===== config.mk =====
export PLATFORM = sky130hd
export DESIGN_NAME = midpoint_circle_half_outline_flat
export DESIGN_NICKNAME = d
export VERILOG_FILES = /design/src/sv/mcho_pkg.sv /design/src/sv/mcho_cmd_if.sv /design/src/sv/mcho_res_if.sv /design/src/sv/midpoint_circle_half_outline.sv /design/src/sv/mcho_ctrl.sv /design/src/sv/mcho_dpath.sv /design/src/flat_wrapper.sv
export VERILOG_INCLUDE_DIRS = /design/src /design/src/sv
export SDC_FILE = /design/constraint.sdc
export NUM_CORES = 1
export LEC_CHECK = 0
export BUFFER_PORTS_ARGS = -buffer_cell sky130_fd_sc_hd__buf_4
export CAP_MARGIN = 20
export CORE_UTILIZATION = 50
export CTS_BUF_LIST = sky130_fd_sc_hd__clkbuf_8
export CTS_CLUSTER_SIZE = 10
export DETAILED_ROUTE_END_ITERATION = 10
export GPL_ROUTABILITY_DRIVEN = 0
export PLACE_DENSITY = 0.71
export SLEW_MARGIN = 20
export SYNTH_ARGS = -nofsm -noshare
export SYNTH_HDL_FRONTEND = slang
export SYNTH_SLANG_ARGS = --single-unit

===== constraint.sdc =====
create_clock -name clk_i -period 6.7 [get_ports clk_i]
set_input_delay 0.67 -clock clk_i [delete_from_list [all_inputs] [get_ports clk_i]]
set_output_delay 0.67 -clock clk_i [all_outputs]
set_load 0.01 [all_outputs]

===== src/sv/midpoint_circle_half_outline_defines.svh =====
// ----------------------------------------------------------------------------
// Midpoint circle half outline: assertion macros
// Shared concurrent assertion macros for the circle outline generator.
// ----------------------------------------------------------------------------
`ifndef MIDPOINT_CIRCLE_HALF_OUTLINE_DEFINES_SVH
`define MIDPOINT_CIRCLE_HALF_OUTLINE_DEFINES_SVH

`ifndef NO_ASSERTIONS

// Clocked assertion, disabled while reset is held.
`define MCHO_ASSERT(label, prop, msg) \
  label: assert property (@(posedge clk_i) disable iff (!rst_ni) (prop)) else $error(msg);

// Clocked assertion that is also checked during reset.
`define MCHO_ASSERT_ALWAYS(label, prop, msg) \
  label: assert property (@(posedge clk_i) (prop)) else $error(msg);

`else

`define MCHO_ASSERT(label, prop, msg)
`define MCHO_ASSERT_ALWAYS(label, prop, msg)

`endif

`endif


===== src/sv/mcho_pkg.sv =====
// ----------------------------------------------------------------------------
// Midpoint circle half outline: package
// Widths, limits, opcodes and controller/datapath link types.
// ----------------------------------------------------------------------------
`default_nettype none

package mcho_pkg;

  localparam int CENTER_W    = 11;
  localparam int RADIUS_W    = 7;
  localparam int COLOR_W     = 16;
  localparam int OPCODE_W    = 2;
  localparam int COORD_OUT_W = 13;

  localparam int MAX_RADIUS_DEF = 88;
  localparam int COORD_BITS_DEF = 11;

  // Step budget of one command.
  localparam int MAX_STEPS  = 64;
  localparam int STEP_CNT_W = $clog2(MAX_STEPS);

  typedef enum logic [OPCODE_W-1:0] {
    OP_LOWER = 2'd0,
    OP_UPPER = 2'd1,
    OP_ARC   = 2'd2,
    OP_NONE  = 2'd3
  } opcode_e;

  typedef struct packed {
    logic load;
    logic step;
  } ctrl_cmd_t;

  typedef struct packed {
    logic last;
  } dp_status_t;

endpackage

`default_nettype wire


===== src/sv/mcho_cmd_if.sv =====
// ----------------------------------------------------------------------------
// Midpoint circle half outline: command channel
// Valid/ready channel that carries one draw command per item.
// ----------------------------------------------------------------------------
`default_nettype none

interface mcho_cmd_if;

  logic                               valid;
  logic                               ready;
  logic [mcho_pkg::OPCODE_W-1:0]      opcode;
  logic [mcho_pkg::CENTER_W-1:0]      center_x;
  logic [mcho_pkg::CENTER_W-1:0]      center_y;
  logic [mcho_pkg::RADIUS_W-1:0]      radius;
  logic [mcho_pkg::COLOR_W-1:0]       pen_color;

  modport source (
    output valid, opcode, center_x, center_y, radius, pen_color,
    input  ready
  );

  modport sink (
    input  valid, opcode, center_x, center_y, radius, pen_color,
    output ready
  );

endinterface

`default_nettype wire


===== src/sv/mcho_res_if.sv =====
// ----------------------------------------------------------------------------
// Midpoint circle half outline: result channel
// Valid/ready channel that carries one mirrored pixel group per item.
// ----------------------------------------------------------------------------
`default_nettype none

interface mcho_res_if;

  logic                                    valid;
  logic                                    ready;
  logic signed [mcho_pkg::COORD_OUT_W-1:0] near_x_plus;
  logic signed [mcho_pkg::COORD_OUT_W-1:0] near_x_minus;
  logic signed [mcho_pkg::COORD_OUT_W-1:0] near_row;
  logic signed [mcho_pkg::COORD_OUT_W-1:0] far_x_plus;
  logic signed [mcho_pkg::COORD_OUT_W-1:0] far_x_minus;
  logic signed [mcho_pkg::COORD_OUT_W-1:0] far_row;
  logic                                    far_valid;
  logic [mcho_pkg::COLOR_W-1:0]            out_color;
  logic                                    last_step;

  modport source (
    output valid, near_x_plus, near_x_minus, near_row, far_x_plus, far_x_minus,
           far_row, far_valid, out_color, last_step,
    input  ready
  );

  modport sink (
    input  valid, near_x_plus, near_x_minus, near_row, far_x_plus, far_x_minus,
           far_row, far_valid, out_color, last_step,
    output ready
  );

endinterface

`default_nettype wire


===== src/sv/midpoint_circle_half_outline.sv =====
// ----------------------------------------------------------------------------
// Midpoint circle half outline generator
// Expands one draw command into a burst of mirrored outline pixel groups.
// ----------------------------------------------------------------------------
// Flow: accepting a drawable command moves the controller from idle to run;
//   in run, each step loads one result into the result register while that
//   register is empty or the sink keeps ready high.
// Throughput: a command yields 1 to 64 results from the single recurrence
//   register set, which advances one step per cycle while the result register
//   is empty or drained; a command with the unused opcode is taken and dropped.
// Reset: asynchronous, active low; clears the controller to idle with no
//   pending result. No clearing pass is needed.
// ----------------------------------------------------------------------------
`default_nettype none

module midpoint_circle_half_outline #(
  parameter int MAX_RADIUS = mcho_pkg::MAX_RADIUS_DEF,
  parameter int COORD_BITS = mcho_pkg::COORD_BITS_DEF
) (
  input  wire logic  clk_i,
  input  wire logic  rst_ni,
  mcho_cmd_if.sink   cmd_i,
  mcho_res_if.source res_o
);

  // The controller owns the handshakes and the run/idle state. It issues a
  // load when a drawable command is accepted and, in the run state, a step
  // whenever the result register is empty or is being drained this cycle. The
  // datapath reports whether its current step is the final one of the command,
  // either because the octant walk ends or because the 64-item budget is used.
  mcho_pkg::ctrl_cmd_t  dp_cmd;
  mcho_pkg::dp_status_t dp_status;

  mcho_ctrl u_ctrl (
    .clk_i        (clk_i),
    .rst_ni       (rst_ni),
    .cmd_valid_i  (cmd_i.valid),
    .cmd_opcode_i (cmd_i.opcode),
    .cmd_ready_o  (cmd_i.ready),
    .res_valid_o  (res_o.valid),
    .res_ready_i  (res_o.ready),
    .dp_cmd_o     (dp_cmd),
    .dp_status_i  (dp_status)
  );

  // The datapath holds the captured command, the x/y/decision recurrence and
  // the result register. Because the result register is separate from the
  // recurrence, a new command can be accepted while the final item of the
  // previous command still waits for the sink.
  mcho_dpath #(
    .MAX_RADIUS (MAX_RADIUS),
    .COORD_BITS (COORD_BITS)
  ) u_dpath (
    .clk_i          (clk_i),
    .rst_ni         (rst_ni),
    .dp_cmd_i       (dp_cmd),
    .dp_status_o    (dp_status),
    .opcode_i       (cmd_i.opcode),
    .center_x_i     (cmd_i.center_x),
    .center_y_i     (cmd_i.center_y),
    .radius_i       (cmd_i.radius),
    .pen_color_i    (cmd_i.pen_color),
    .near_x_plus_o  (res_o.near_x_plus),
    .near_x_minus_o (res_o.near_x_minus),
    .near_row_o     (res_o.near_row),
    .far_x_plus_o   (res_o.far_x_plus),
    .far_x_minus_o  (res_o.far_x_minus),
    .far_row_o      (res_o.far_row),
    .far_valid_o    (res_o.far_valid),
    .out_color_o    (res_o.out_color),
    .last_step_o    (res_o.last_step)
  );

endmodule

`default_nettype wire


===== src/sv/mcho_ctrl.sv =====
// ----------------------------------------------------------------------------
// Midpoint circle half outline: controller
// Command acceptance, step sequencing and output valid tracking.
// ----------------------------------------------------------------------------
`default_nettype none

`include "midpoint_circle_half_outline_defines.svh"

module mcho_ctrl (
  input  wire logic                            clk_i,
  input  wire logic                            rst_ni,
  input  wire logic                            cmd_valid_i,
  input  wire logic [mcho_pkg::OPCODE_W-1:0]   cmd_opcode_i,
  output logic                                 cmd_ready_o,
  output logic                                 res_valid_o,
  input  wire logic                            res_ready_i,
  output mcho_pkg::ctrl_cmd_t                  dp_cmd_o,
  input  wire mcho_pkg::dp_status_t            dp_status_i
);

  typedef enum logic {
    ST_IDLE,
    ST_RUN
  } state_e;

  state_e state_q;
  logic   out_valid_q;
  logic   accept;
  logic   slot_free;

  assign cmd_ready_o = (state_q == ST_IDLE);
  assign accept      = cmd_valid_i && cmd_ready_o;
  assign slot_free   = !out_valid_q || res_ready_i;

  // An unused opcode is accepted and dropped without a load.
  assign dp_cmd_o.load = accept &&
                         (mcho_pkg::opcode_e'(cmd_opcode_i) != mcho_pkg::OP_NONE);
  assign dp_cmd_o.step = (state_q == ST_RUN) && slot_free;

  assign res_valid_o = out_valid_q;

  always_ff @(posedge clk_i or negedge rst_ni) begin
    if (!rst_ni) begin
      state_q     <= ST_IDLE;
      out_valid_q <= 1'b0;
    end else begin
      if (dp_cmd_o.step) begin
        out_valid_q <= 1'b1;
      end else if (res_ready_i) begin
        out_valid_q <= 1'b0;
      end
      case (state_q)
        ST_IDLE: begin
          if (dp_cmd_o.load) begin
            state_q <= ST_RUN;
          end
        end
        ST_RUN: begin
          if (dp_cmd_o.step && dp_status_i.last) begin
            state_q <= ST_IDLE;
          end
        end
        default: begin
          state_q <= ST_IDLE;
        end
      endcase
    end
  end

  `MCHO_ASSERT(a_load_starts_run, dp_cmd_o.load |=> (state_q == ST_RUN && !cmd_ready_o),
               "load did not start a run")
  `MCHO_ASSERT(a_last_ends_run,
               (dp_cmd_o.step && dp_status_i.last) |=> (state_q == ST_IDLE && res_valid_o),
               "final step did not return to idle with a pending result")
  `MCHO_ASSERT(a_step_shows_result, dp_cmd_o.step |=> res_valid_o,
               "step did not present a result")
  `MCHO_ASSERT_ALWAYS(a_no_step_in_reset, !rst_ni |-> !dp_cmd_o.step,
               "step issued during reset")

endmodule

`default_nettype wire


===== src/sv/mcho_dpath.sv =====
// ----------------------------------------------------------------------------
// Midpoint circle half outline: datapath
// Midpoint recurrence registers, pixel mirroring and the result register.
// ----------------------------------------------------------------------------
`default_nettype none

`include "midpoint_circle_half_outline_defines.svh"

module mcho_dpath #(
  parameter int MAX_RADIUS = mcho_pkg::MAX_RADIUS_DEF,
  parameter int COORD_BITS = mcho_pkg::COORD_BITS_DEF
) (
  input  wire logic                                  clk_i,
  input  wire logic                                  rst_ni,
  input  wire mcho_pkg::ctrl_cmd_t                   dp_cmd_i,
  output mcho_pkg::dp_status_t                       dp_status_o,
  input  wire logic [mcho_pkg::OPCODE_W-1:0]         opcode_i,
  input  wire logic [mcho_pkg::CENTER_W-1:0]         center_x_i,
  input  wire logic [mcho_pkg::CENTER_W-1:0]         center_y_i,
  input  wire logic [mcho_pkg::RADIUS_W-1:0]         radius_i,
  input  wire logic [mcho_pkg::COLOR_W-1:0]          pen_color_i,
  output logic signed [mcho_pkg::COORD_OUT_W-1:0]    near_x_plus_o,
  output logic signed [mcho_pkg::COORD_OUT_W-1:0]    near_x_minus_o,
  output logic signed [mcho_pkg::COORD_OUT_W-1:0]    near_row_o,
  output logic signed [mcho_pkg::COORD_OUT_W-1:0]    far_x_plus_o,
  output logic signed [mcho_pkg::COORD_OUT_W-1:0]    far_x_minus_o,
  output logic signed [mcho_pkg::COORD_OUT_W-1:0]    far_row_o,
  output logic                                       far_valid_o,
  output logic [mcho_pkg::COLOR_W-1:0]               out_color_o,
  output logic                                       last_step_o
);

  localparam int CW = mcho_pkg::CENTER_W;
  localparam int OW = mcho_pkg::COORD_OUT_W;
  localparam int SW = mcho_pkg::STEP_CNT_W;
  localparam int MASK_BITS = (COORD_BITS < CW) ? COORD_BITS : CW;
  localparam logic [CW-1:0] CENTER_MASK = CW'((64'd1 << MASK_BITS) - 64'd1);
  localparam logic [mcho_pkg::RADIUS_W-1:0] RADIUS_MAX = mcho_pkg::RADIUS_W'(MAX_RADIUS);
  localparam logic [SW-1:0] LAST_CNT = SW'(mcho_pkg::MAX_STEPS - 1);

  // Walk state: x counts up from zero, y down from the radius (reaches -1 at
  // most), d is the midpoint decision value.
  mcho_pkg::opcode_e    mode_q;
  logic [CW-1:0]        cx_q;
  logic [CW-1:0]        cy_q;
  logic [mcho_pkg::COLOR_W-1:0] color_q;
  logic [6:0]           x_q;
  logic signed [8:0]    y_q;
  logic signed [11:0]   d_q;
  logic [SW-1:0]        cnt_q;

  logic [mcho_pkg::RADIUS_W-1:0] r_sat;
  logic signed [11:0]   x12;
  logic signed [11:0]   y12;
  logic signed [11:0]   d_next;
  logic signed [8:0]    y_next;
  logic [6:0]           x_next;
  logic signed [9:0]    xn10;
  logic signed [9:0]    yn10;
  logic                 cont_next;
  logic signed [OW-1:0] cx13;
  logic signed [OW-1:0] cy13;
  logic signed [OW-1:0] x13;
  logic signed [OW-1:0] y13;
  logic                 is_upper;
  logic                 is_arc;

  assign r_sat = (radius_i > RADIUS_MAX) ? RADIUS_MAX : radius_i;

  // Recurrence update for the step being emitted.
  assign x12 = $signed({5'b0, x_q});
  assign y12 = $signed({{3{y_q[8]}}, y_q});
  always_comb begin
    if (d_q[11]) begin
      d_next = d_q + (x12 <<< 2) + 12'sd6;
      y_next = y_q;
    end else begin
      d_next = d_q + ((x12 - y12) <<< 2) + 12'sd10;
      y_next = y_q - 9'sd1;
    end
  end
  assign x_next = x_q + 7'd1;

  // Loop test on the advanced values decides whether this step is the final one.
  assign xn10 = $signed({3'b000, x_next});
  assign yn10 = $signed({y_next[8], y_next});
  assign is_upper = (mode_q == mcho_pkg::OP_UPPER);
  assign is_arc   = (mode_q == mcho_pkg::OP_ARC);
  assign cont_next = is_arc ? (xn10 <= (yn10 >>> 2)) : (xn10 <= yn10);
  assign dp_status_o.last = !cont_next || (cnt_q == LAST_CNT);

  // Mirrored coordinates in 13-bit two's complement.
  assign cx13 = $signed({2'b00, cx_q});
  assign cy13 = $signed({2'b00, cy_q});
  assign x13  = $signed({6'b0, x_q});
  assign y13  = $signed({{4{y_q[8]}}, y_q});

  always_ff @(posedge clk_i) begin
    if (dp_cmd_i.load) begin
      mode_q  <= mcho_pkg::opcode_e'(opcode_i);
      cx_q    <= center_x_i & CENTER_MASK;
      cy_q    <= center_y_i & CENTER_MASK;
      color_q <= pen_color_i;
      x_q     <= 7'd0;
      y_q     <= $signed({2'b00, r_sat});
      d_q     <= 12'sd3 - $signed({4'b0, r_sat, 1'b0});
      cnt_q   <= '0;
    end else if (dp_cmd_i.step) begin
      x_q   <= x_next;
      y_q   <= y_next;
      d_q   <= d_next;
      cnt_q <= cnt_q + SW'(1);
    end
  end

  // Result register.
  always_ff @(posedge clk_i) begin
    if (dp_cmd_i.step) begin
      near_x_plus_o  <= cx13 + x13;
      near_x_minus_o <= cx13 - x13;
      near_row_o     <= is_upper ? (cy13 - y13) : (cy13 + y13);
      if (is_arc) begin
        far_x_plus_o  <= '0;
        far_x_minus_o <= '0;
        far_row_o     <= '0;
        far_valid_o   <= 1'b0;
      end else begin
        far_x_plus_o  <= cx13 + y13;
        far_x_minus_o <= cx13 - y13;
        far_row_o     <= is_upper ? (cy13 - x13) : (cy13 + x13);
        far_valid_o   <= 1'b1;
      end
      out_color_o <= color_q;
      last_step_o <= dp_status_o.last;
    end
  end

  `MCHO_ASSERT(a_step_inside_octant, dp_cmd_i.step |-> ($signed({2'b00, x_q}) <= y_q),
               "step emitted outside the octant")
  `MCHO_ASSERT(a_no_load_and_step, !(dp_cmd_i.load && dp_cmd_i.step),
               "load and step in the same cycle")

endmodule

`default_nettype wire

===== src/flat_wrapper.sv =====
// flat-port wrapper written by rule: the top's interface ports become plain ports
module midpoint_circle_half_outline_flat 
#(
  parameter int MAX_RADIUS = mcho_pkg::MAX_RADIUS_DEF,
  parameter int COORD_BITS = mcho_pkg::COORD_BITS_DEF
)
  (clk_i, rst_ni, cmd_i_valid, cmd_i_opcode, cmd_i_center_x, cmd_i_center_y, cmd_i_radius, cmd_i_pen_color, cmd_i_ready, res_o_valid, res_o_near_x_plus, res_o_near_x_minus, res_o_near_row, res_o_far_x_plus, res_o_far_x_minus, res_o_far_row, res_o_far_valid, res_o_out_color, res_o_last_step, res_o_ready);
  mcho_cmd_if cmd_i_i ();
  mcho_res_if res_o_i ();
  input  wire logic clk_i;
  input  wire logic rst_ni;
  input wire logic [$bits(cmd_i_i.valid)-1:0] cmd_i_valid;
  input wire logic [$bits(cmd_i_i.opcode)-1:0] cmd_i_opcode;
  input wire logic [$bits(cmd_i_i.center_x)-1:0] cmd_i_center_x;
  input wire logic [$bits(cmd_i_i.center_y)-1:0] cmd_i_center_y;
  input wire logic [$bits(cmd_i_i.radius)-1:0] cmd_i_radius;
  input wire logic [$bits(cmd_i_i.pen_color)-1:0] cmd_i_pen_color;
  output wire logic [$bits(cmd_i_i.ready)-1:0] cmd_i_ready;
  output wire logic [$bits(res_o_i.valid)-1:0] res_o_valid;
  output wire logic [$bits(res_o_i.near_x_plus)-1:0] res_o_near_x_plus;
  output wire logic [$bits(res_o_i.near_x_minus)-1:0] res_o_near_x_minus;
  output wire logic [$bits(res_o_i.near_row)-1:0] res_o_near_row;
  output wire logic [$bits(res_o_i.far_x_plus)-1:0] res_o_far_x_plus;
  output wire logic [$bits(res_o_i.far_x_minus)-1:0] res_o_far_x_minus;
  output wire logic [$bits(res_o_i.far_row)-1:0] res_o_far_row;
  output wire logic [$bits(res_o_i.far_valid)-1:0] res_o_far_valid;
  output wire logic [$bits(res_o_i.out_color)-1:0] res_o_out_color;
  output wire logic [$bits(res_o_i.last_step)-1:0] res_o_last_step;
  input wire logic [$bits(res_o_i.ready)-1:0] res_o_ready;
  assign cmd_i_i.valid = cmd_i_valid;
  assign cmd_i_i.opcode = cmd_i_opcode;
  assign cmd_i_i.center_x = cmd_i_center_x;
  assign cmd_i_i.center_y = cmd_i_center_y;
  assign cmd_i_i.radius = cmd_i_radius;
  assign cmd_i_i.pen_color = cmd_i_pen_color;
  assign cmd_i_ready = cmd_i_i.ready;
  assign res_o_valid = res_o_i.valid;
  assign res_o_near_x_plus = res_o_i.near_x_plus;
  assign res_o_near_x_minus = res_o_i.near_x_minus;
  assign res_o_near_row = res_o_i.near_row;
  assign res_o_far_x_plus = res_o_i.far_x_plus;
  assign res_o_far_x_minus = res_o_i.far_x_minus;
  assign res_o_far_row = res_o_i.far_row;
  assign res_o_far_valid = res_o_i.far_valid;
  assign res_o_out_color = res_o_i.out_color;
  assign res_o_last_step = res_o_i.last_step;
  assign res_o_i.ready = res_o_ready;
  midpoint_circle_half_outline #(.MAX_RADIUS(MAX_RADIUS), .COORD_BITS(COORD_BITS)) u_core (.clk_i(clk_i), .rst_ni(rst_ni), .cmd_i(cmd_i_i), .res_o(res_o_i));
endmodule

# Word level (Yosys, flattened, before mapping)
# Index checks and enable logic that the tools add are counted.
# totals
word_cells	71
latchBits	0
romBits	0
output_inout_bits	98
mem_bits_rw	0
n_memories	0
ff_bits	172
in_bits	51
# classes
order_cmp	3
reduce_logical	10
div	0
n_shift	0
n_addsub	17
muxes	16
mul	0
n_bitwise	1
eq_ne	4
# ops
cell	count
2-to-1 mux 12 bit	3
adder 12 x 9 -> 13 bit	2
2-to-1 mux 13 bit	2
subtractor 12 x 9 -> 13 bit	2
adder 11 x 7 -> 12 bit	2
subtractor 11 x 7 -> 12 bit	2
2-to-1 mux 7 bit	3
adder 12 x 10 -> 12 bit	1
adder 12 bit	1
adder 12 x 4 -> 12 bit (second input constant)	1
adder 12 x 5 -> 12 bit (second input constant)	1
subtractor 8 x 9 -> 10 bit	1
less-or-equal comparator 8 x 9 -> 1 bit	1
2-to-1 mux 9 bit	1
subtractor 2 x 8 -> 9 bit (first input constant)	1
subtractor 9 x 2 -> 9 bit (second input constant)	1
less-or-equal comparator 8 x 7 -> 1 bit	1
adder 7 x 1 -> 7 bit (second input constant)	1
> comparator 7 bit (second input constant)	1
adder 6 x 1 -> 6 bit (second input constant)	1
== test 6 bit (second input constant)	1
2-to-1 mux 1 bit	6
logical AND 1 bit	4
nonzero test 2 bit	2
7 further kinds	9

# Longest topological paths before layout
# Gate-level depths: netlist of run 1.
# logic_depth
ltp_word	9
depth_mapped	17
depth_no_buf	17

# Modules after synthesis
# From an unflattened synthesis of run 1, not the netlist that was laid out.
# unflattened
hier_cells	1019
area_unflattened_um2	10799.1
# by_module_without_submodules
mod	area_per_inst_um2	n_inst	cells_per_inst	seq_area_each_um2
mcho_dpath	10701.5	1	1009	4804.6
mcho_ctrl	97.6	1	10	50.0

# Worst setup path after synthesis of run 1
# Ideal clock, no wire load.
# synth_timing
path_kind	input to register
start	input port res_o_ready
end	register u_core.u_dpath.cnt_q[0]
t_arrival_ns	4.124
path_slack_ns	2.388
required_time_ns	6.512
setup_ns	0.188
n_path_buf	1
stages	6
cell_sequence	nand2b_1 -> nand2_1 -> inv_1 -> buf_1 -> xnor2_1 -> nor2_1
# synth_rtl
item	line_no	text
from (decl)	flat_wrapper.sv:29	input wire logic [$bits(res_o_i.ready)-1:0] res_o_ready;
to (signal assigned)	mcho_dpath.sv:112	cnt_q <= cnt_q + SW'(1);
to (decl)	mcho_dpath.sv:50	logic [SW-1:0] cnt_q;

# Final worst setup path of run 1
# layout_timing
start	register u_core.u_dpath.x_q[1]
end	register u_core.u_dpath.d_q[11] (data pin)
# layout_via
elab_chain_cells	6
elab_cells_between_ends	8
cone_classes	add/sub (5); mux (3)
# layout_rtl
item	line_no	text
from (decl)	mcho_dpath.sv:47	logic [6:0] x_q;
from (signal assigned)	mcho_dpath.sv:109	x_q <= x_next;
subtractor 8 x 9 -> 10 bit	mcho_dpath.sv:78	d_next = d_q + ((x12 - y12) <<< 2) + 12'sd10;
adder 12 bit	mcho_dpath.sv:78	
adder 12 x 5 -> 12 bit	mcho_dpath.sv:78	
2-to-1 mux 12 bit (*)	mcho_dpath.sv:74	if (d_q[11]) begin
2-to-1 mux 12 bit (*)	mcho_dpath.sv:108	end else if (dp_cmd_i.step) begin
2-to-1 mux 12 bit (*)	mcho_dpath.sv:99	if (dp_cmd_i.load) begin
to (signal assigned)	mcho_dpath.sv:106	d_q <= 12'sd3 - $signed({4'b0, r_sat, 1'b0});
to (signal assigned)	mcho_dpath.sv:111	d_q <= d_next;
to (decl)	mcho_dpath.sv:49	logic signed [11:0] d_q;
# Mark *: on every way between the ends. The rest lies on a longest branch, timed or not. The select of a mux whose other input is x is not followed.
# A chain may end at the register's enable or synchronous reset.

==> reports/metrics.yaml, run 1 <==
setup_path:
  crit_slowest_cell: "dfxtp_1"
  regToRegEndpoint: "u_core.u_dpath.d_q[11]"
  critPathKind: "flop to flop"
  required_ps: 6900
  cp_max_fo: 10
  rrSetupSlack_ps: 2620
  cpPeakStageDelay_ps: 620
  cp_data_arrival_time_ps: 4280
  cp-start-kind: "flop"
  reg2reg_depth: 15
  rr_startpoint: "u_core.u_dpath.x_q[1]"
  path_cells: "inv_1, fa_1, nor2b_1, o21ai_0, a21oi_1, nor2_1, ha_1, ha_1, inv_1, nor2_1, o31a_1, o41ai_1, o21ai_0, xor2_1, a31oi_1"
  cp-end-kind: "flop"
cells_and_area:
  fillers: 1801
  area_delta_synth_final_pct: 17.0
  nets: 1340
  final_util_pct: 59.8
  num_antenna_cells: 0
  drive_above_1_share_pct: 17.3
timing:
  worstMarginPinSlew_ps: 1070
  setup_viol: 0
  relSlewSlack_pct: 28.2
  final_max_slew_viol_count: 0
  finalClockSkew_ps: 24.8
  rsz0062_at_grt: "no"
  setup_slack_ps: 2620
  post-route-period-util_pct: 60.9
  final.setup.tns_ps: 0
  holdWs_ps: 349
  max_freq_ghz: 0.245
  final_hold_viol_count: 0
  period_needed_ps: 4080
power:
  power_mw: 6.42
  p_leak_nw: 5.26
  p_per_area_mw_per_mm2: 510
  ir_worst_vdd_mv: 0.314
drt:
  vias: 8251
  vias_per_cell: 5.68
  drc_errors: 0
  met1_length_um: 11200
  wl_um: 25800
  wire_per_inst_um: 17.7
  wl_met3_um: 1360
  initialDrtViolationCount: 510
  wl_met2_um: 12700
  ant_nets: 0
  routed.top_layer: "met4"
  first_pass_iters: 5
logic_synthesis:
  syn_area_mm2: 0.0108
  synth_seq_area_share_pct: 45.1
  yosys.area.top_type: "edfxtp_1"
  ys_top_cells_by_area: "edfxtp_1 (42%), ha_1 (13%), xnor2_1 (5.5%), a21oi_1 (3.5%), inv_1 (2.8%)"
  async_flop_share_pct: 1.20
  postSynthCellCount: 1024
  ys_warn_count: 0
  synth_cell_types: 73
  synth_edf_count: 150
  synth_top_flop_cell: "edfxtp_1"
  syn-mean-instance-area_um2: 10.5
  ys_ff_latch: 167
  syn_nets: 1199
  synth_top_area_share_pct: 41.8
placement:
  port_buffers: 147
  dp_hpwl_um: 19300
  place_worst_setup_slack_ps: 2700
floorplanning:
  fp.dieArea_mm2: 0.0221
  die_w_um: 149
  fp.dieH_um: 149
  start_util_pct: 51.1
  fp.coreArea_mm2: 0.0211
  pin_count: 149
  num_rows: 53
global_route:
  grt-ovfl-total: 0
  antenna_found_initial: 0
  grt_pass1_wl_um: 40500
  grt_pass1_vias: 8018
  grt_max_degree: 81
  track_usage_pct: 23.9
clock_tree:
  cts_setup_buffers: 0
  clockBufferDepth: 2
  cts_max_level: 4
  cts_buffers: 17
  worstSkewPairLatency_ps: 490
  clockRootBuffer: "clkbuf_8"
  clkSinkCount: 167
  clk_pin_slew_worst_paths_ps: 110
  cts_tree: "done"
worst_hold_path:
  whs_endpoint: "u_core.u_dpath.cy_q[1]"
  worstHoldStart: "cmd_i_center_y[1]"
  hold_path_depth: 1
  hold_class: "input port to flop"
status:
  status: "completed"
flow_run:
  cap_violations: 0
-- layout make-up --
class / count / area, µm² / share of cell area, %
multi-input combinational: 745 / 5480 / 43.5
sequential: 167 / 4850 / 38.5
timing repair buffer: 152 / 1140 / 9.08
tap: 275 / 344 / 2.73
inverter: 82 / 310 / 2.46
clock inverter: 15 / 238 / 1.89
clock buffer: 17 / 234 / 1.86
-- how the worst max path moves through the flow --
stage                                         end             startpoint  cells past startpoint  slack, ps
final                      u_core.u_dpath.d_q[11]  u_core.u_dpath.x_q[1]                     15       2620
after global placement     u_core.u_dpath.d_q[11]  u_core.u_dpath.x_q[1]                     15       2770
after floorplan           u_core.u_dpath.cnt_q[0]            res_o_ready                      6       2390
after global routing       u_core.u_dpath.d_q[11]  u_core.u_dpath.x_q[1]                     15       2430
after CTS                  u_core.u_dpath.d_q[11]  u_core.u_dpath.x_q[1]                     15       2680
after detailed placement   u_core.u_dpath.d_q[11]  u_core.u_dpath.x_q[1]                     15       2700
-- per-layer routing --
| metal | track usage, % | vias to the layer above |
|---|---|---|
| met1 | 30.4 | 3922 |
| li1 | - | 4014 |
| met4 | 9.29 | 0 |
| met2 | 40.9 | 267 |
| met3 | 3.94 | 48 |
| met5 | 0 | - |
-- kinds of logic after synthesis --
family / count (synthesis) / synth area share, %
AND/OR/NAND/NOR: 281 / 13.1
AO/OA/AOI/OAI: 240 / 14.1
flip-flops: 167 / 45.1
adder cells (fa/ha/maj): 124 / 15.1
buffers and inverters: 112 / 4.12
XOR/XNOR: 89 / 7.50
multiplexers: 10 / 0.952
other: 1 / 0.0348
-- flip-flops by register name, indices dropped and copies added (netlist names), 9 cells and up --
| register | flops |
|---|---|
| u_core.u_dpath.near_row_o | 13 |
| u_core.u_dpath.near_x_minus_o | 11 |
| u_core.u_dpath.far_row_o | 13 |
| u_core.u_dpath.out_color_o | 16 |
| u_core.u_dpath.color_q | 16 |
| u_core.u_dpath.cx_q | 11 |
| u_core.u_dpath.y_q | 9 |
| u_core.u_dpath.near_x_plus_o | 12 |
| u_core.u_dpath.far_x_plus_o | 13 |
| u_core.u_dpath.cy_q | 11 |
| u_core.u_dpath.d_q | 11 |
| u_core.u_dpath.far_x_minus_o | 12 |
-- worst max-delay path, delay by kind of cell (launching register included) --
kind                       cells  cell delay (ps)
AOI/OAI and AO/OA              6             1260
xor gates and xnor gates       1              190
adders and majority gates      3             1080
buffers and inverters          2              400
DFF                            1              620
and+or+nand+nor                3              270
-- cell usage after synthesis (5+ instances only) --
cell type / instances
edfxtp_1: 150
ha_1: 114
inv_1: 81
a21oi_1: 75
nor2_1: 74
xnor2_1: 68
nand2_1: 56
o21ai_0: 43
nand3_1: 28
nor3_1: 24
clkbuf_1: 21
nor2b_1: 19
xor2_1: 18
nand2b_1: 17
dfxtp_1: 15
and3_1: 13
o21a_1: 11
a31oi_1: 10
fa_1: 10
o21ai_1: 10
a21o_1: 9
o211ai_1: 9
o21bai_1: 9
o22ai_1: 9
mux2i_1: 8
nor4_1: 8
or2_2: 8
or3_1: 8
nand4_1: 7
o31ai_1: 6
o32ai_1: 6
a211oi_1: 5
-- power breakdown --
| group | switching, mW | internal (mW) | leakage, nW | total [mW] |
|---|---|---|---|---|
| Clock | 0.410 | 0.454 | 0.241 | 0.864 |
| Combinational | 2.01 | 1.66 | 3.43 | 3.67 |
| Sequential | 0.266 | 1.63 | 1.59 | 1.89 |
| Total | 2.69 | 3.74 | 5.26 | 6.42 |
-- cell usage in the layout (no fill, tap or decap), types with 5 or more instances in the layout --
master / instances
a211oi_1: 5
a21o_1: 9
a21oi_1: 75
a31oi_1: 10
and3_1: 13
buf_4: 151
bufinv_16: 5
clkbuf_8: 17
dfxtp_1: 15
edfxtp_1: 150
fa_1: 10
ha_1: 114
inv_1: 80
mux2i_1: 8
nand2_1: 56
nand2b_1: 17
nand3_1: 28
nand4_1: 7
nor2_1: 74
nor2b_1: 18
nor3_1: 24
nor4_1: 8
o211ai_1: 9
o21a_1: 11
o21ai_0: 43
o21ai_1: 10
o21bai_1: 9
o22ai_1: 9
o31ai_1: 6
o32ai_1: 6
or2_2: 8
or3_1: 8
xnor2_1: 68
xor2_1: 18
-- stage by stage --
| step | std cells | area [µm²] |
|---|---|---|
| after global placement | 1420 | 12100 |
| after CTS | 1453 | 12600 |
| after detailed placement | 1420 | 12100 |
| final | 1453 | 12600 |
| after floorplan | 1024 | 10800 |
| after global routing | 1453 | 12600 |
-- repair_timing --
| item | CTS | global route |
|---|---|---|
| hold endpoints to repair | 2 | 0 |
| gates resized for setup | 0 | 0 |
| endpoints found under the setup margin | 0 | 0 |
| hold buffers | 1 | 0 |
Note: power is estimated with default switching activity, not from simulation.
==> inputs of run 2 (changes only) <==
--- a/config.mk
+++ b/config.mk
@@ -6,6 +6,7 @@
 export SDC_FILE = /design/constraint.sdc
 export NUM_CORES = 1
 export LEC_CHECK = 0
+export ABC_AREA = 1
 export BUFFER_PORTS_ARGS = -buffer_cell sky130_fd_sc_hd__buf_4
 export CAP_MARGIN = 20
 export CORE_UTILIZATION = 50
==> constraint.sdc (replaced) <==
create_clock -name clk_i -period 4.3 [get_ports clk_i]
set_input_delay 0.43 -clock clk_i [delete_from_list [all_inputs] [get_ports clk_i]]
set_output_delay 0.43 -clock clk_i [all_outputs]
set_load 0.01 [all_outputs]
==> run 2 against run 1 <==
Hold slack worse by 230 ps. Synthesized area decreased by 1.3%. Critical path depth rose by 4. Synthesized cell count is 12% higher. Final cell count up 9.4%. Worst setup slack worse by 2100 ps. Cell area decreased by 0.55%. Register-to-register slack got worse by 2100 ps. Highest routed layer unchanged.
==> reports/metrics.yaml, run 2 <==
power:
  p_per_area_mw_per_mm2: 886
  p_int_mw: 5.77
  p_seq_share_pct: 26.7
  power_switching_mw: 5.34
  clockPowerShare_pct: 10.7
  ir_worst_vdd_mv: 0.653
  p_sw_share_pct: 48.1
  power_frac_comb_pct: 62.7
  p_leak_nw: 5.72
setup_path:
  critPathKind: "flop to flop"
  cp-start-kind: "flop"
  required_ps: 4540
  cp_max_fo: 4
  cp-end-kind: "flop"
  cp_data_arrival_time_ps: 4000
clock_tree:
  cts_buffers: 17
  clockRootBuffer: "clkbuf_8"
  clkSinkCount: 167
  clk_pin_slew_worst_paths_ps: 120
  cts_max_level: 4
  worstSkewPairLatency_ps: 480
  clockBufferDepth: 2
  cts_tree: "done"
logic_synthesis:
  synth.most_common_cell: "nand2_1"
  yosys.area.top_type: "edfxtp_1"
  synth_top_area_share_pct: 42.4
  postSynthCellCount: 1150
  ys_ff_latch: 167
  syn_area_mm2: 0.0106
  synth_top_flop_cell: "edfxtp_1"
  synth_seq_area_share_pct: 45.6
  ys_top_cells_by_area: "edfxtp_1 (42%), ha_1 (13%), nand2_1 (7.3%), a21oi_1 (5.1%), inv_1 (5.1%)"
  synth_edf_count: 150
  async_flop_share_pct: 1.20
  syn-mean-instance-area_um2: 9.25
  ys_warn_count: 0
  synth_cell_types: 50
  syn_nets: 1325
  synth_top_cells_by_count: "nand2_1 (207), edfxtp_1 (150), inv_1 (145), ha_1 (114), a21oi_1 (109)"
floorplanning:
  fp.dieArea_mm2: 0.0219
  fp.dieH_um: 148
  pin_count: 149
  die_w_um: 148
  num_rows: 52
  fp.coreArea_mm2: 0.0206
  start_util_pct: 51.7
drt:
  drc_errors: 0
  wire_per_inst_um: 16.5
  wl_um: 26200
  initialDrtViolationCount: 639
  first_pass_iters: 5
  ant_nets: 0
  vias: 8664
  vias_per_cell: 5.45
worst_hold_path:
  hold_class: "input port to flop"
timing:
  rsz0062_at_grt: "no"
  final_hold_viol_count: 0
  post-route-period-util_pct: 87.4
  setup_viol: 0
  worstMarginPinSlew_ps: 733
  final.setup.tns_ps: 0
  finalClockSkew_ps: 19.4
  setup_slack_ps: 540
  period_needed_ps: 3760
  max_freq_ghz: 0.266
  final_max_slew_viol_count: 0
  relSlewSlack_pct: 50.6
cells_and_area:
  nets: 1481
  final_common_cell: "nand2_1"
  area_delta_synth_final_pct: 17.8
  biggestRegsByFlops: "u_core.u_dpath.color_q x16, u_core.u_dpath.out_color_o x16"
  final_util_pct: 61.0
  final_cell_area_mm2: 0.0125
  mostFrequentLayoutCells: "nand2_1 (207), buf_4 (161), edfxtp_1 (150)"
  drive_above_1_share_pct: 17.8
  fillers: 1775
  num_antenna_cells: 0
global_route:
  grt_max_degree: 70
  grt_pass1_vias: 8298
  track_usage_pct: 24.6
  antenna_found_initial: 0
  grt_pass1_wl_um: 42000
  grt-ovfl-total: 0
placement:
  place_worst_setup_slack_ps: 553
  dp_hpwl_um: 19900
  dpl_cell_area_mm2: 0.0121
  port_buffers: 147
status:
  status: "completed"
flow_run:
  cap_violations: 0
==> run 2: cell count changes after synthesis, moves of 17 or more <==
cell / previous run / this run
nor2b_1: 19 / 0
xor2_1: 18 / 38
inv_1: 81 / 145
nand2b_1: 17 / 0
a21oi_1: 75 / 109
nand2_1: 56 / 207
xnor2_1: 68 / 9
o21ai_0: 43 / 88
==> run 2: critical path, stage by stage (launching register included) <==
cell and delay (ps):
edfxtp_1 430, ha_1 240, fa_1 410, o21ai_0 310, a21oi_1 130, o21bai_1 210
a21oi_1 90, nor2_1 110, xor2_1 160, ha_1 250, ha_1 340, inv_1 90
o21bai_1 60, a31oi_1 140, nand2_1 70, a31oi_1 170, nand3b_1 130, nand3_1 80
nand2_1 60, nand2_1 40
==> run 2: cell type report <==
cell class              instances  area (µm²)  share of cell area [%]
clock inverters                15         193                    1.54
well taps                     270         338                    2.70
clock buffers                  17         234                    1.87
repair buffers                164        1260                    10.0
flip-flops and latches        167        4850                    38.7
multi-input cells             799        5060                    40.4
inverters                     157         592                    4.72
==> run 2: kinds of logic after synthesis <==
logic type / Yosys count / synth area share (%)
compound gates: 261 / 13.4
buf+inv: 184 / 6.75
flops: 167 / 45.6
other cells: 1 / 0.0353
simple gates: 366 / 15.0
xor+xnor: 47 / 3.87
fa+ha+maj: 124 / 15.3
==> run 2: power by group through the flow <==
stage | clock network, mW | registers [mW] | logic [mW]
after global placement | 0 | 2.99 | 6.70
final | 1.19 | 2.96 | 6.96
after CTS | 1.20 | 2.96 | 6.91
after global routing | 1.25 | 3.02 | 7.88
after floorplan | 0 | 3.15 | 4.65
after detailed placement | 0 | 3.00 | 6.87
==> run 2: path summary, 6_finish.rpt <==
kind                                            startpoint                        endpoint  slack, ps  cells past startpoint
worst max-delay path                 u_core.u_dpath.y_q[0]          u_core.u_dpath.d_q[11]        540                     19
worst min-delay path                    cmd_i_pen_color[6]       u_core.u_dpath.color_q[6]        120                      1
worst max register to register       u_core.u_dpath.y_q[0]          u_core.u_dpath.d_q[11]        540                     19
worst min register to register  u_core.u_dpath.color_q[14]  u_core.u_dpath.out_color_o[14]        430                      0
max in group asynchronous                           rst_ni       u_core.u_ctrl.res_valid_o       3960                      2
min in group asynchronous                           rst_ni           u_core.u_ctrl.state_q        250                      2
==> run 2: stage by stage <==
step           power (mW)  cells  hold WS (ps)
2_1_floorplan        7.80   1150           134
3_3_place_gp         9.69   1556           214
3_5_place_dp         9.87   1556           215
4_1_cts              11.1   1589          91.2
5_1_grt              12.2   1589          82.6
6_report             11.1   1589           118
==> run 2: layer usage <==
layer | share of wire [%] | vias up | track usage (%)
met3 | 7.2 | 60 | 4.04
met1 | 42 | 3984 | 31.8
li1 | - | 4263 | -
met2 | 48 | 357 | 41.7
met5 | 0 | - | 0
met4 | 2.8 | 0 | 9.07
==> run 2: timing repair <==
action	4_1_cts	5_1_grt
gates resized for setup	0	0
endpoints found under the hold margin	2	0
setup buffers	0	0
hold buffers	1	0
==> inputs of run 3 (changes only) <==
--- a/config.mk
+++ b/config.mk
@@ -6,11 +6,11 @@
 export SDC_FILE = /design/constraint.sdc
 export NUM_CORES = 1
 export LEC_CHECK = 0
-export ABC_AREA = 1
 export BUFFER_PORTS_ARGS = -buffer_cell sky130_fd_sc_hd__buf_4
 export CAP_MARGIN = 20
 export CORE_UTILIZATION = 50
 export CTS_BUF_LIST = sky130_fd_sc_hd__clkbuf_8
+export CTS_CLUSTER_DIAMETER = 200
 export CTS_CLUSTER_SIZE = 10
 export DETAILED_ROUTE_END_ITERATION = 10
 export GPL_ROUTABILITY_DRIVEN = 0
==> run 3 against run 2 <==
Critical path depth is 5 lower. Final cell count is 7.7% lower. Via count is 4.5% lower. Combinational power is 17% lower. Largest power group unchanged. Clock skew is 4.0 ps lower. Sequential share of layout area is 0.30 points lower. Utilization is 1.1 points lower. Total power is 12% lower. Clock power is 3% lower.
==> reports/metrics.yaml, run 3 (synthesis gave the netlist of run 1 again) <==
status:
  status: "completed"
cells_and_area:
  num_antenna_cells: 0
  area_delta_synth_final_pct: 17.2
  nets: 1354
  mostFrequentLayoutCells: "buf_4 (165), edfxtp_1 (150), ha_1 (114)"
  fin_cells: 1467
  drive_above_1_share_pct: 18.3
  final_common_cell: "buf_4"
  biggestRegsByFlops: "u_core.u_dpath.color_q x16, u_core.u_dpath.out_color_o x16"
power:
  p_sw_share_pct: 42.7
  ir_worst_vdd_mv: 0.485
  p_seq_share_pct: 29.3
  p_int_mw: 5.62
  power_switching_mw: 4.19
  power_frac_comb_pct: 58.9
  p_leak_nw: 5.29
  p_per_area_mw_per_mm2: 777
  clockPowerShare_pct: 11.8
clock_tree:
  cts_setup_buffers: 0
  cts_tree: "done"
  worstSkewPairLatency_ps: 480
  clkSinkCount: 167
  cts_buffers: 17
  cts_max_level: 4
  post_cts_resized: 0
  clk_pin_slew_worst_paths_ps: 110
  clockBufferDepth: 2
  clockRootBuffer: "clkbuf_8"
  cts_hold_buf: 1
setup_path:
  critPathKind: "flop to flop"
  cp-start-kind: "flop"
  cp-end-kind: "flop"
  cp_max_fo: 9
  required_ps: 4500
  cp_data_arrival_time_ps: 4080
timing:
  post-route-period-util_pct: 90.1
  rsz0062_at_grt: "no"
  finalClockSkew_ps: 15.4
  final.setup.tns_ps: 0
  setup_viol: 0
  max_freq_ghz: 0.258
  relSlewSlack_pct: 43.8
  final_max_slew_viol_count: 0
  final_hold_viol_count: 0
  period_needed_ps: 3870
  worstMarginPinSlew_ps: 844
drt:
  vias: 8275
  drc_errors: 0
  wire_per_inst_um: 17.6
  first_pass_iters: 5
  initialDrtViolationCount: 472
  wl_um: 25800
  vias_per_cell: 5.64
  ant_nets: 0
worst_hold_path:
  hold_class: "input port to flop"
global_route:
  track_usage_pct: 24.1
  grt_pass1_vias: 7974
  antenna_found_initial: 0
  grt_pass1_wl_um: 41000
  grt_max_degree: 65
  grt-ovfl-total: 0
floorplanning:
  die_w_um: 149
  num_rows: 53
  start_util_pct: 51.1
  fp.coreArea_mm2: 0.0211
  pin_count: 149
  fp.dieArea_mm2: 0.0221
  fp.dieH_um: 149
placement:
  place_inst: 1434
  dp_hpwl_um: 19600
  port_buffers: 147
flow_run:
  cap_violations: 0
[run 3: cell types whose count changed in the layout (fill, tap and decap cells not counted), sizes merged, moves of 17 or more]
cell | before | now
xnor2 | 9 | 70
a21oi | 114 | 75
nor2b | 0 | 19
xor2 | 38 | 18
nand2b | 0 | 17
inv | 161 | 90
o21ai | 102 | 53
nand2 | 214 | 56
[run 3: power by group through the flow]
stage                     Clock [mW]  Combinational (mW)  Sequential, mW
final                           1.15                5.78            2.88
after detailed placement           0                5.72            2.92
after global placement             0                5.61            2.90
after global routing            1.24                6.45            2.94
after floorplan                    0                4.00            3.01
after CTS                       1.18                5.76            2.88
[run 3: metrics by stage]
step	hold WS [ps]	instance area (µm²)	power (mW)	utilization (%)	setup slack [ps]
3_3_place_gp	216	12200	8.50	58.0	575
6_report	116	12600	9.81	59.9	425
4_1_cts	95.1	12600	9.82	59.9	432
2_1_floorplan	134	10800	7.00	-	228
3_5_place_dp	215	12200	8.64	58.0	462
5_1_grt	85.4	12600	10.6	59.9	234
[run 3: path summary, 6_finish.rpt]
check / endpoint / depth (start not counted) / startpoint / slack, ps
worst max register to register: u_core.u_dpath.d_q[11] / 14 / u_core.u_dpath.y_q[0] / 430
worst min-delay path: u_core.u_dpath.color_q[1] / 1 / cmd_i_pen_color[1] / 120
worst min register to register: u_core.u_dpath.out_color_o[10] / 0 / u_core.u_dpath.color_q[10] / 430
max in group asynchronous: u_core.u_ctrl.state_q / 2 / rst_ni / 3950
min in group asynchronous: u_core.u_ctrl.res_valid_o / 2 / rst_ni / 260
worst max-delay path: u_core.u_dpath.d_q[11] / 14 / u_core.u_dpath.y_q[0] / 430
[run 3: cell type report]
| type | instances | area (µm²) |
|---|---|---|
| clock inverter | 15 | 161 |
| timing repair buffer | 166 | 1250 |
| sequential | 167 | 4850 |
| inverter | 82 | 310 |
| fill | 1811 | 8460 |
| multi-input combinational | 745 | 5480 |
| clock buffer | 17 | 234 |
| tap | 275 | 344 |
[run 3: per-layer routing]
layer  part of all wire, %  wire, µm  vias to the layer above  global-route usage, %
met5                     0         0                        -                      0
met4                   2.0       509                        0                   8.88
met3                   6.2      1600                       41                   3.88
met2                    49     12700                      287                   41.3
met1                    43     11000                     3900                   30.8
li1                      -         -                     4047                      -
[run 3: critical path, cell delays in order (launching register included)]
cell and delay (ps):
edfxtp_1 530, ha_1 270, fa_1 410, nor2b_1 120, o21ai_0 100, a21oi_1 210
o21a_1 140, nor2_1 50, xnor2_1 120, ha_1 280, ha_1 260, o41ai_1 580
o21ai_0 220, xor2_1 200, a31oi_1 100
